<file path="config.mk">
export PLATFORM = sky130hd
export DESIGN_NAME = hmn_ctrl
export DESIGN_NICKNAME = d
export VERILOG_FILES = /design/src/rtl/hmn_pkg.sv /design/src/rtl/hmn_ctrl.sv
export SDC_FILE = /design/constraint.sdc
export NUM_CORES = 1
export LEC_CHECK = 0
export BUFFER_PORTS_ARGS = -buffer_cell sky130_fd_sc_hd__buf_2
export CORE_AREA = 2 2 39 41
export DETAILED_ROUTE_END_ITERATION = 16
export DIE_AREA = 0 0 41 43
export PLACE_DENSITY_LB_ADDON = 0.05
export REMOVE_ABC_BUFFERS = 1
export SETUP_SLACK_MARGIN = 0.3
export SLEW_MARGIN = 20
export SYNTH_ARGS = -nofsm -noshare
export SYNTH_HDL_FRONTEND = slang
export SYNTH_SLANG_ARGS = --single-unit
</file>
<file path="constraint.sdc">
create_clock -name clk -period 3.2 [get_ports clk]
set_input_delay 0.32 -clock clk [delete_from_list [all_inputs] [get_ports clk]]
set_output_delay 0.32 -clock clk [all_outputs]
set_load 0.01 [all_outputs]
</file>
<file path="src/rtl/hmn_pkg.sv">
`default_nettype none
// ----------------------------------------------------------------------------
// Heightmap normal generator: shared definitions
// Constants, state and command types, and the normal component helper.
// ----------------------------------------------------------------------------
package hmn_pkg;

  localparam int DEF_MAX_ROW_LENGTH = 1024;
  localparam int ROW_TOTAL_LIMIT    = 1024;

  localparam int SAMPLE_W   = 8;
  localparam int CFG_LEN_W  = 11;
  localparam int SCALE_W    = 16;
  localparam int CFG_DATA_W = 16;
  localparam int CFG_IDX_W  = 2;
  localparam int CELL_W     = 10;
  localparam int PROD_W     = 24;
  localparam int SQ_W       = 48;
  localparam int SUM_W      = 49;
  localparam int RAD_W      = 64;
  localparam int ROOT_W     = 32;
  localparam int NUM_W      = 47;
  localparam int QUO_W      = 24;
  localparam int COMP_W     = 16;
  localparam int TDATA_W    = 96;
  localparam int HT_W       = 25;
  localparam int HPROD_W    = 51;
  localparam int HEIGHT_SHIFT = 33;

  // Register indexes of the configuration port.
  localparam logic [CFG_IDX_W-1:0] REG_ROW_LENGTH   = 2'd0;
  localparam logic [CFG_IDX_W-1:0] REG_ROW_TOTAL    = 2'd1;
  localparam logic [CFG_IDX_W-1:0] REG_HEIGHT_SCALE = 2'd2;

  // The vertical part of the scaled vector is 2 * 255; its square is fixed.
  localparam logic [PROD_W-1:0] FLAT_Y    = 24'd510;
  localparam logic [SUM_W-1:0]  FLAT_Y_SQ = 49'd260100;
  // The height is hp + (hp + 127) / 255, the division done by multiplying
  // with ceil(2^33 / 255), which is exact for every dividend below 2^25.
  localparam logic [HT_W-1:0]   HEIGHT_ROUND = 25'd127;
  localparam logic [HT_W:0]     HEIGHT_RECIP = 26'd33686019;

  typedef enum logic [3:0] {
    ST_IDLE, ST_RD0, ST_RD1, ST_RD2, ST_MUL1, ST_MUL2, ST_SUM,
    ST_SQRT_GO, ST_SQRT_WAIT, ST_DIV_GO, ST_DIV_WAIT, ST_OUT
  } state_t;

  typedef enum logic [1:0] {DIV_H, DIV_X, DIV_Y, DIV_Z} div_sel_t;

  typedef struct packed {
    logic     accept;
    logic     rd0;
    logic     rd1;
    logic     rd2;
    logic     mul1;
    logic     mul2;
    logic     sum;
    logic     sqrt_start;
    logic     div_start;
    logic     div_capture;
    div_sel_t div_sel;
    logic     out_load;
  } cmd_t;

  typedef struct packed {
    logic has_result;
    logic sqrt_done;
    logic div_done;
    logic out_free;
  } status_t;

  // Saturates a quotient to the Q1.15 maximum and applies the sign.
  function automatic logic [COMP_W-1:0] make_component(input logic sat,
                                                       input logic [14:0] q,
                                                       input logic neg);
    logic [COMP_W-1:0] m;
    m = sat ? 16'd32767 : {1'b0, q};
    return neg ? (~m + 16'd1) : m;
  endfunction

endpackage
`default_nettype wire

</file>
<file path="src/rtl/hmn_ctrl.sv">
`default_nettype none
// ----------------------------------------------------------------------------
// Heightmap normal generator: controller
// Sequences line store reads, multiplies, the root and three divisions.
// ----------------------------------------------------------------------------
module hmn_ctrl
  import hmn_pkg::*;
(
  input  wire logic    clk,
  input  wire logic    rst,
  input  wire logic    s_tvalid,
  output logic         s_tready,
  input  wire status_t status,
  output cmd_t         cmd
);

  state_t   state;
  state_t   state_next;
  div_sel_t div_idx;
  div_sel_t div_idx_next;

  always_ff @(posedge clk) begin
    if (rst) begin
      state   <= ST_IDLE;
      div_idx <= DIV_H;
    end else begin
      state   <= state_next;
      div_idx <= div_idx_next;
    end
  end

  always_comb begin
    state_next   = state;
    div_idx_next = div_idx;
    case (state)
      ST_IDLE:      if (s_tvalid) state_next = ST_RD0;
      ST_RD0:       state_next = ST_RD1;
      ST_RD1:       state_next = ST_RD2;
      ST_RD2:       state_next = status.has_result ? ST_MUL1 : ST_IDLE;
      ST_MUL1:      state_next = ST_MUL2;
      ST_MUL2:      state_next = ST_SUM;
      ST_SUM:       state_next = ST_SQRT_GO;
      ST_SQRT_GO: begin
        state_next   = ST_SQRT_WAIT;
        div_idx_next = DIV_X;
      end
      ST_SQRT_WAIT: if (status.sqrt_done) state_next = ST_DIV_GO;
      ST_DIV_GO:    state_next = ST_DIV_WAIT;
      ST_DIV_WAIT: begin
        if (status.div_done) begin
          if (div_idx == DIV_Z) begin
            state_next = ST_OUT;
          end else begin
            state_next   = ST_DIV_GO;
            div_idx_next = div_sel_t'(div_idx + 2'd1);
          end
        end
      end
      ST_OUT:       if (status.out_free) state_next = ST_IDLE;
      default:      state_next = ST_IDLE;
    endcase
  end

  always_comb begin
    s_tready        = (state == ST_IDLE);
    cmd             = '0;
    cmd.div_sel     = div_idx;
    cmd.accept      = (state == ST_IDLE) && s_tvalid;
    cmd.rd0         = (state == ST_RD0);
    cmd.rd1         = (state == ST_RD1);
    cmd.rd2         = (state == ST_RD2);
    cmd.mul1        = (state == ST_MUL1);
    cmd.mul2        = (state == ST_MUL2);
    cmd.sum         = (state == ST_SUM);
    cmd.sqrt_start  = (state == ST_SQRT_GO);
    cmd.div_start   = (state == ST_DIV_GO);
    cmd.div_capture = (state == ST_DIV_WAIT) && status.div_done;
    cmd.out_load    = (state == ST_OUT) && status.out_free;
  end

endmodule
`default_nettype wire

</file>
=== Word level (Yosys, flattened, before mapping) ===
Cells that the tools add are included.

* Flip-flop bits (word level): 6
* Bits in latches: 0
* Memory bits (writable): 0
* ROM bits: 0
* Bits of input ports: 7
* Output and inout bits: 14
* Logic and storage cells: 37
* Memories kept: 0

* Add/sub/neg operators: 1
* Multiply operators: 0
* Divide/modulo/power cells: 0
* Magnitude comparators: 0
* Equal/unequal tests: 17
* Shifts and indexed selects: 0
* Mux-type cells: 10
* Bitwise gates (word level): 0
* Reductions and logical operators: 7

{| class="wikitable"
|+ Operator list
! operator !! count
|-
| 4-bit case mux with 12 select lines || 1
|-
| 4-bit by 3-bit == test with 1-bit output, second input constant || 4
|-
| 4-bit == test, second input constant || 4
|-
| 4-bit 2-to-1 mux || 4
|-
| 2-bit != test, second input constant || 5
|-
| 4-bit by 2-bit == test with 1-bit output, second input constant || 2
|-
| 2-bit 2-to-1 mux || 3
|-
| 4-bit by 1-bit == test with 1-bit output, second input constant || 1
|-
| 4-bit zero test || 1
|-
| 2-bit case mux with 2 select lines || 1
|-
| 4-bit AND reduction || 1
|-
| 1-bit logical AND || 3
|-
| 3-bit 2-to-1 mux || 1
|-
| 3-bit AND reduction || 1
|-
| 2-bit by 1-bit adder with 2-bit output, second input constant || 1
|-
| 2-bit == test, second input constant || 1
|-
| 2-bit nonzero test || 1
|}

=== Depth between registers and ports, before layout ===
Gate-level depths: netlist of the first run.

* Depth after elaboration: 4
* Mapped depth: 5
* Depth with buffers taken out: 5

=== Worst setup path after synthesis of the first run ===
Ideal clock, no wire load.

* Path kind: reg-to-output
* From: register state[1]
* To: output cmd[12] (netlist bit)
* Arrival: 1.240 ns
* Required time: 2.880 ns
* Setup slack: 1.640 ns
* Stages on the path, launching flop included: 4
* Cell sequence: dfxtp_1 > buf_4 > nor4_1 > and2_1

{| class="wikitable"
|+ RTL lines
! element !! RTL line !! text
|-
| start, declared || hmn_ctrl.sv:17 || <nowiki>state_t state;</nowiki>
|-
| start signal, assigned || hmn_ctrl.sv:27 || <nowiki>state <= state_next;</nowiki>
|-
| end, declared || hmn_ctrl.sv:14 || <nowiki>output cmd_t cmd</nowiki>
|}

==> summary.txt, run 1 <==
EDFF count, synth = 0
IO Pins = 21
Reg2Reg Capture Point = state[3]
pin count of the biggest net entering global routing = 13
Die Wd = 41 um
crit path from = state[0]
launching point of the worst reg2reg path = state[2]
first-pass GRT wire length = 1738 um
post-layout net count = 88
Cells after Synth = 59
Yosys cell types = 31
Max Cap Viol = 0
asr flop ratio synth = 0%
peak supply drop = 0.0002497 V
GP Congestion = 0.7380
register area share after synthesis = 25.13%
critical path's slowest cell = nor4_1
post-route ant nets = 0
status = finished clean
setup tns final = 0 ns
port bufs = 20
htree depth = 1
CTS Hold Bufs = 0
total track usage = 14.39%
fin. max-slew vios = 0
Syn Area/Cell = 8.101 um2
vias in the first global route = 414
Vias = 486
P_leak = 0.0002615 uW
Levels on crit path = 3
finished layout cell area = 589.3 um2
clock root cell = clkbuf_4
clk sinks = 6
Synth top cells by count = nor3_1, dfxtp_1, a21oi_1, inv_1, nand2_1
ant diodes = 0
Worst setup EP type = output pin
Reg2Reg Depth = 4
Setup crit end = cmd[12]
PwrDens = 498.0 nW/um2
final wirelength = 1092 um
max_slew headroom = 68.79%
WL/cell = 11.62 um
RSZ-0062 raised after global routing = no
Synth top area share = 25.13%
R2R setup slack = 1.87 ns
leading post-synthesis cells by cell area = dfxtp_1, nor3_1, a21oi_1
Clk pin slew, worst setup/hold paths = 0.04 ns
fill cell count = 154
Synthesis Warnings = 0
Final Skew = 0.002589 ns
final worst path period need = 1.752 ns
share of cells above drive strength 1 = 41.03%
synthesized cell area = 478.0 um2
cell taking the most area after synthesis = dfxtp_1
post-cts resize count = 0
DP Area = 566.8 um2
Setup violations, final = 0
Tcrit/Tclk final = 54.76%
Row Count = 14
GRT overflow = 0
max incr delay on CP = 0.49 ns
crit path DAT = 1.43 ns
postcts setup bufs = 0
CP Max Fanout = 9
vias per inst = 5.170
Most used DFF post-synth = dfxtp_1
Min-Delay Path Class = in2reg
Area Growth Syn to Fin = 23.30%
die height = 43 um
synthesized flop and latch total = 6
actual slew at the worst max-slew pin = 0.4639 ns
crit path cell chain = nor4_1 -> and2_1 -> buf_2
Starting Density = 34.54%
achievable clock frequency = 0.5706 GHz
CTS tree = yes
Critical path buffers and inverters = 1
Num CTS Buffers = 3
core box area = 1384 um2
initial antenna violation count = 0
placed wire-length estimate = 866.8 um
drc violations = 0
storage element area = 120.1 um2
Clock Latency Late Sink = 0.24 ns
Hold Fails Final Rpt = 0
crit start category = flop
1st-pass router iterations = 4
clock tree buffer depth = 2
CP Class = reg2out
most frequent cell after synthesis = nor3_1
CP top delay family = simple AND/OR/NAND/NOR gates
number of DRC violations after detailed-routing iteration 0 = 5
die area = 1763 um2
worst path required time = 2.88 ns
multi-input logic area = 307.8 um2
logic make-up (layout without fill, tap and decap cells):
group,count (synthesis),after routing,synth area share (%)
AOI/OAI and AO/OA,13,13,20.94
and+or+nand+nor,28,28,36.65
buffers and inverters,9,28,10.47
adders and majority gates,1,1,2.617
muxes,2,2,4.189
DFF,6,6,25.13
report_power, final:
part           internal [uW]  total (uW)  switching (uW)
Sequential              85.9         114            28.1
Combinational           52.2         113            60.6
Clock                   42.2        66.6            24.4
Total                    180         293             113
per-stage QoR:
step | worst slack [ns] | hold slack (ns) | utilization, % | std cells | total power [uW]
6_report | 1.448 | 0.3487 | 42.59 | 94 | 293.5
5_1_grt | 1.356 | 0.3500 | 42.59 | 94 | 314.5
4_1_cts | 1.442 | 0.3378 | 42.59 | 94 | 298.9
3_5_place_dp | 1.715 | 0.5182 | 40.96 | 91 | 228.5
3_3_place_gp | 1.688 | 0.5135 | 40.96 | 91 | 232.1
2_1_floorplan | 1.670 | 0.3846 | - | 55 | 187.9
per-layer routing:
| layer | vias up | part of all wire [%] | wire [um] | GRT usage, % |
|---|---|---|---|---|
| met5 | - | 0 | 0 | 0 |
| met4 | 0 | 1.6 | 17 | 12.00 |
| met3 | 2 | 6.5 | 71 | 2.094 |
| met2 | 11 | 46 | 499 | 18.75 |
| met1 | 219 | 46 | 503 | 19.74 |
| li1 | 254 | - | - | - |
cell usage in the layout, fill, tap and decap left out, types with 3 or more instances in the layout:
master and instances:
buf_2 20, nor3_1 7, dfxtp_1 6, inv_1 5
a21oi_1 5, nand2_1 4, nor2_1 3, clkbuf_4 3
sequential cells by signal, summed over array words and instances, names as in the netlist:
register / cells
state: 4
div_idx: 2
worst min path at each step:
| stage | startpoint | end | cells after the start |
|---|---|---|---|
| after detailed placement | div_idx[1] | div_idx[1] | 2 |
| after CTS | rst | div_idx[0] | 2 |
| after global routing | rst | div_idx[0] | 2 |
| after global placement | div_idx[1] | div_idx[1] | 2 |
| after floorplan | rst | div_idx[0] | 1 |
| final | rst | div_idx[0] | 2 |
cell type report:
class / count / share of cell area, %
multi-input combinational: 44 / 52.23
sequential: 6 / 20.38
timing repair buffer: 20 / 16.99
clock buffer: 3 / 3.822
tap: 16 / 3.397
inverter: 5 / 3.185
No activity file was read; power rests on OpenSTA's default activity.
==> inputs of run 2 (changes only) <==
- ABC_AREA: not set -> 1
- clock period: 3.2 -> 1.43 ns (I/O delays scaled with it)
==> run 2 against run 1 <==
Critical path depth rose by 2. Cell count rose by 39%. Count of clock-buffer cells in the layout did not move. Global-route usage rose by 3.2 points. Sequential share of layout area fell by 4.7 points. Critical path type unchanged. Largest power group is now combinational cells.
==> summary.txt, run 2 <==
final worst path period need = 1.282 ns
post-layout net count = 125
first-pass GRT wire length = 2118 um
Synthesis Warnings = 0
synthesized cell area = 475.5 um2
CP Max Fanout = 4
multi-input logic area = 386.6 um2
finished layout cell area = 859.6 um2
biggest regs = state (4), div_idx (2)
vias per inst = 4.687
leading post-synthesis cells by cell area = dfxtp_1, nor2_1, nand2_1
1st-pass router iterations = 2
register area share after synthesis = 25.26%
Min-Delay Path Class = in2reg
Power, Total = 1113 uW
total track usage = 17.59%
cell taking the most area after synthesis = dfxtp_1
htree depth = 1
Clock Latency Late Sink = 0.23 ns
post-route ant nets = 0
crit path cell chain = inv_4 -> nor2_4 -> nand2_2 -> nor2_2 -> buf_2
status = finished clean
synthesized flop and latch total = 6
Final Instance Count excl. Fillers = 131
Clk pin slew, worst setup/hold paths = 0.04 ns
Row Count = 14
drc violations = 0
max_slew headroom = 85.85%
IO Pins = 21
most frequent cells in the layout = buf_2, buf_4, nor2_1, nand2_1
CP Class = reg2out
P_leak = 0.0004538 uW
CTS Hold Bufs = 0
worst path required time = 1.29 ns
fin. max-slew vios = 0
max incr delay on CP = 0.40 ns
initial antenna violation count = 0
Syn Area/Cell = 6.175 um2
Synth top cells by count = nor2_1, nand2_1, inv_1
peak supply drop = 0.0007600 V
CP top delay family = flip-flops
Yosys cell types = 16
max reg flops = 4
Hold Fails Final Rpt = 0
asr flop ratio synth = 0%
most common cell after layout, fill and taps aside = buf_2
Critical path buffers and inverters = 2
clock root cell = clkbuf_4
Vias = 614
port bufs = 20
share of cells above drive strength 1 = 64.35%
vias in the first global route = 533
RSZ-0062 raised after global routing = yes
final wirelength = 1469 um
DP Area = 595.6 um2
Most used DFF post-synth = dfxtp_1
PwrDens = 1294 nW/um2
placed wire-length estimate = 998 um
Num CTS Buffers = 3
storage element area = 135.1 um2
achievable clock frequency = 0.7799 GHz
most frequent cell after synthesis = nor2_1
setup tns final = 0 ns
crit start category = flop
GRT overflow = 0
EDFF count, synth = 0
Area Growth Syn to Fin = 80.79%
critical path's slowest cell = dfxtp_4
most flop-heavy register = state
Synth top area share = 25.26%
die area = 1763 um2
Setup violations, final = 0
Cells after Synth = 77
Tcrit/Tclk final = 89.67%
clock tree buffer depth = 2
Starting Density = 34.36%
Die Wd = 41 um
Worst setup EP type = output pin
pin count of the biggest net entering global routing = 7
crit path DAT = 1.14 ns
CTS tree = yes
Max Cap Viol = 0
ant diodes = 0
clk sinks = 6
actual slew at the worst max-slew pin = 0.2118 ns
WL/cell = 11.21 um
GP Congestion = 0.7481
core box area = 1384 um2
die height = 43 um
Final Skew = 0.001020 ns
number of DRC violations after detailed-routing iteration 0 = 5
DP Cell Count = 113
fill cell count = 137
run 2: metal layers:
layer | vias to the layer above | wire, um | global-route usage (%)
met3 | 2 | 49 | 3.141
met1 | 279 | 621 | 19.68
met2 | 12 | 786 | 29.06
li1 | 321 | - | -
met5 | - | 0 | 0
met4 | 0 | 12 | 10.00
run 2: cell type report:
cell class	instances	share of cell area, %
well taps	16	2.329
multi-input cells	57	44.98
clock buffers	3	2.620
repair buffers	35	26.78
flip-flops and latches	6	15.72
inverters	14	7.569
run 2: cell families (layout without fill, tap and decap cells):
kind of cell | Yosys count | after routing | share of synthesized area, %
DFF | 6 | 6 | 25.26
AOI/OAI and AO/OA | 10 | 10 | 12.10
adders and majority gates | 1 | 1 | 2.631
and+or+nand+nor | 46 | 46 | 48.95
buffers and inverters | 14 | 52 | 11.05
run 2: worst paths after layout:
check	start	to	slack, ns	cells after the start
worst max-delay path	state[1]	cmd[3]	0.15	5
worst min-delay path	rst	state[1]	0.11	2
worst max register to register	state[2]	state[1]	0.17	7
worst min register to register	div_idx[1]	div_idx[1]	0.52	2
run 2: timing repair:
action                                  4_1_cts  5_1_grt
buffers inserted                             11        4
endpoints found under the setup margin       17       17
pin swaps                                     5       12
gates resized for setup                      22       17
hold endpoints to repair                      0        0
run 2: stage by stage:
step                      hold slack, ns  setup WS, ns  util (%)
final                             0.1077        0.1477     62.12
after global routing              0.1121       0.09468     62.12
after CTS                        0.09892        0.1443     54.70
after detailed placement          0.3618        0.2010     43.04
after global placement            0.3586        0.1773     43.04
after floorplan                   0.2054        0.2518         -
run 2: power breakdown:
group,internal [uW],switching (uW),leakage [uW]
Sequential,217,82.7,0.0000517
Combinational,295,372,0.000388
Clock,94.3,51.3,0.0000138
Total,606,506,0.000454
==> inputs of run 3 (changes only) <==
- CAP_MARGIN: not set -> 25
- PLACE_DENSITY: not set -> 0.68
- PLACE_DENSITY_LB_ADDON: 0.05 -> not set
- clock period: 1.43 -> 1.4 ns (I/O delays scaled with it)
==> run 3 against run 2 <==
Combinational power is 9.7% lower. Flip-flop and latch count is the same. Sequential power hardly changed. Total power fell by 3.5%. Cell count shrank 4.6%.
==> summary.txt, run 3 (synthesized netlist as in run 2, its figures left out) <==
total track usage = 17.93%
Critical path buffers and inverters = 2
number of DRC violations after detailed-routing iteration 0 = 11
GP Congestion = 0.8400
actual slew at the worst max-slew pin = 0.1641 ns
GRT overflow = 0
most flop-heavy register = state
die area = 1763 um2
worst path required time = 1.26 ns
CP Class = reg2out
Hold Fails Final Rpt = 0
drc violations = 0
fin. max-slew vios = 0
Worst setup EP type = output pin
max reg flops = 4
first-pass GRT wire length = 2125 um
Max Cap Viol = 0
Starting Density = 34.36%
placed wire-length estimate = 955.9 um
IO Pins = 21
achievable clock frequency = 0.7881 GHz
peak supply drop = 0.0007443 V
max incr delay on CP = 0.38 ns
vias per inst = 4.848
crit start category = flop
Setup violations, final = 0
PwrDens = 1409 nW/um2
pin count of the biggest net entering global routing = 7
Clock Latency Late Sink = 0.26 ns
Area Growth Syn to Fin = 60.26%
Row Count = 14
final wirelength = 1349 um
most frequent cells in the layout = buf_2, nor2_1, nand2_1, buf_4
biggest regs = state (4), div_idx (2)
port bufs = 20
vias in the first global route = 532
core box area = 1384 um2
die height = 43 um
ant diodes = 0
initial antenna violation count = 0
clk sinks = 6
post-route ant nets = 0
CTS tree = yes
met1 wire length = 560 um
max_slew headroom = 89.05%
Final Skew = 0.006448 ns
Vias = 606
clock tree buffer depth = 2
1st-pass router iterations = 4
CTS Hold Bufs = 0
crit path cell chain = inv_4 -> nor2_4 -> nand2_2 -> nor2_2 -> buf_2
crit path DAT = 1.13 ns
P_leak = 0.0003996 uW
post-layout net count = 119
critical path's slowest cell = dfxtp_4
CP Max Fanout = 4
clock root cell = clkbuf_4
WL/cell = 10.79 um
Num CTS Buffers = 3
top layer in use = met4
met2 wire length = 676 um
final worst path period need = 1.269 ns
most common cell after layout, fill and taps aside = buf_2
htree depth = 1
CP top delay family = flip-flops
Tcrit/Tclk final = 90.63%
Power, Total = 1074 uW
status = finished clean
fin util = 55.06%
setup tns final = 0 ns
Die Wd = 41 um
Min-Delay Path Class = in2reg
RSZ-0062 raised after global routing = yes
Clk pin slew, worst setup/hold paths = 0.06 ns
share of cells above drive strength 1 = 59.63%
metal3 WL = 71 um
[run 3: changes by cell type in the layout (fill, tap and decap cells not counted), moves of 2 or more]
cell	delta
inv_2	+2
buf_6	-3
inv_4	-2
buf_4	-3
nand2_2	+2
nand3_1	+2
nand2_4	-2
[run 3: worst reg2reg max path: stages (launching register included)]
cell and delay (ns):
dfxtp_4 0.38, inv_4 0.05, nor2_4 0.14, buf_4 0.17
nand3_2 0.12, nand3_1 0.11, nand2_1 0.07, a21oi_2 0.13
[run 3: metrics by stage]
step                setup slack [ns]  hold slack [ns]  instances  cell area [um2]
global placement              0.1919           0.3529        113            595.6
detailed placement            0.1672           0.3543        113            595.6
CTS                           0.1133          0.07989        123            725.7
floorplan                     0.2218           0.2024         77            475.5
global route                 0.06367          0.09308        125            762.0
finish                        0.1312          0.07873        125            762.0
[run 3: final cells by class]
type	instances	area, um2
fillers	137	621.8
clock buffers	3	22.52
multi-input cells	57	350.3
inverters	14	60.06
repair buffers	29	173.9
well taps	16	20.02
flip-flops and latches	6	135.1
[run 3: path summary, 6_finish.rpt]
check,end,cells after the start,from,slack (ns)
setup reg to reg,state[1],7,state[3],0.16
hold reg to reg,div_idx[1],2,div_idx[1],0.52
setup / recovery,cmd[3],5,state[3],0.13
hold / removal,state[1],2,rst,0.08
[run 3: repair_timing]
action,4_1_cts,5_1_grt
resized for setup,21,6
setup endpoints to repair,17,18
hold endpoints to repair,0,0
pin swaps,5,5
buffers inserted,7,2
[run 3: report_power, final]
part	switching (uW)	internal, uW	total (uW)
clock network	77.3	98.0	175
registers	76.0	221	297
logic	342	260	602
[run 3: routing by layer]
metal  up-vias  global-route usage (%)
met3         6                   3.141
met4         0                   10.67
met1       270                   20.45
li1        309                       -
met2        21                   29.06
met5         -                       0
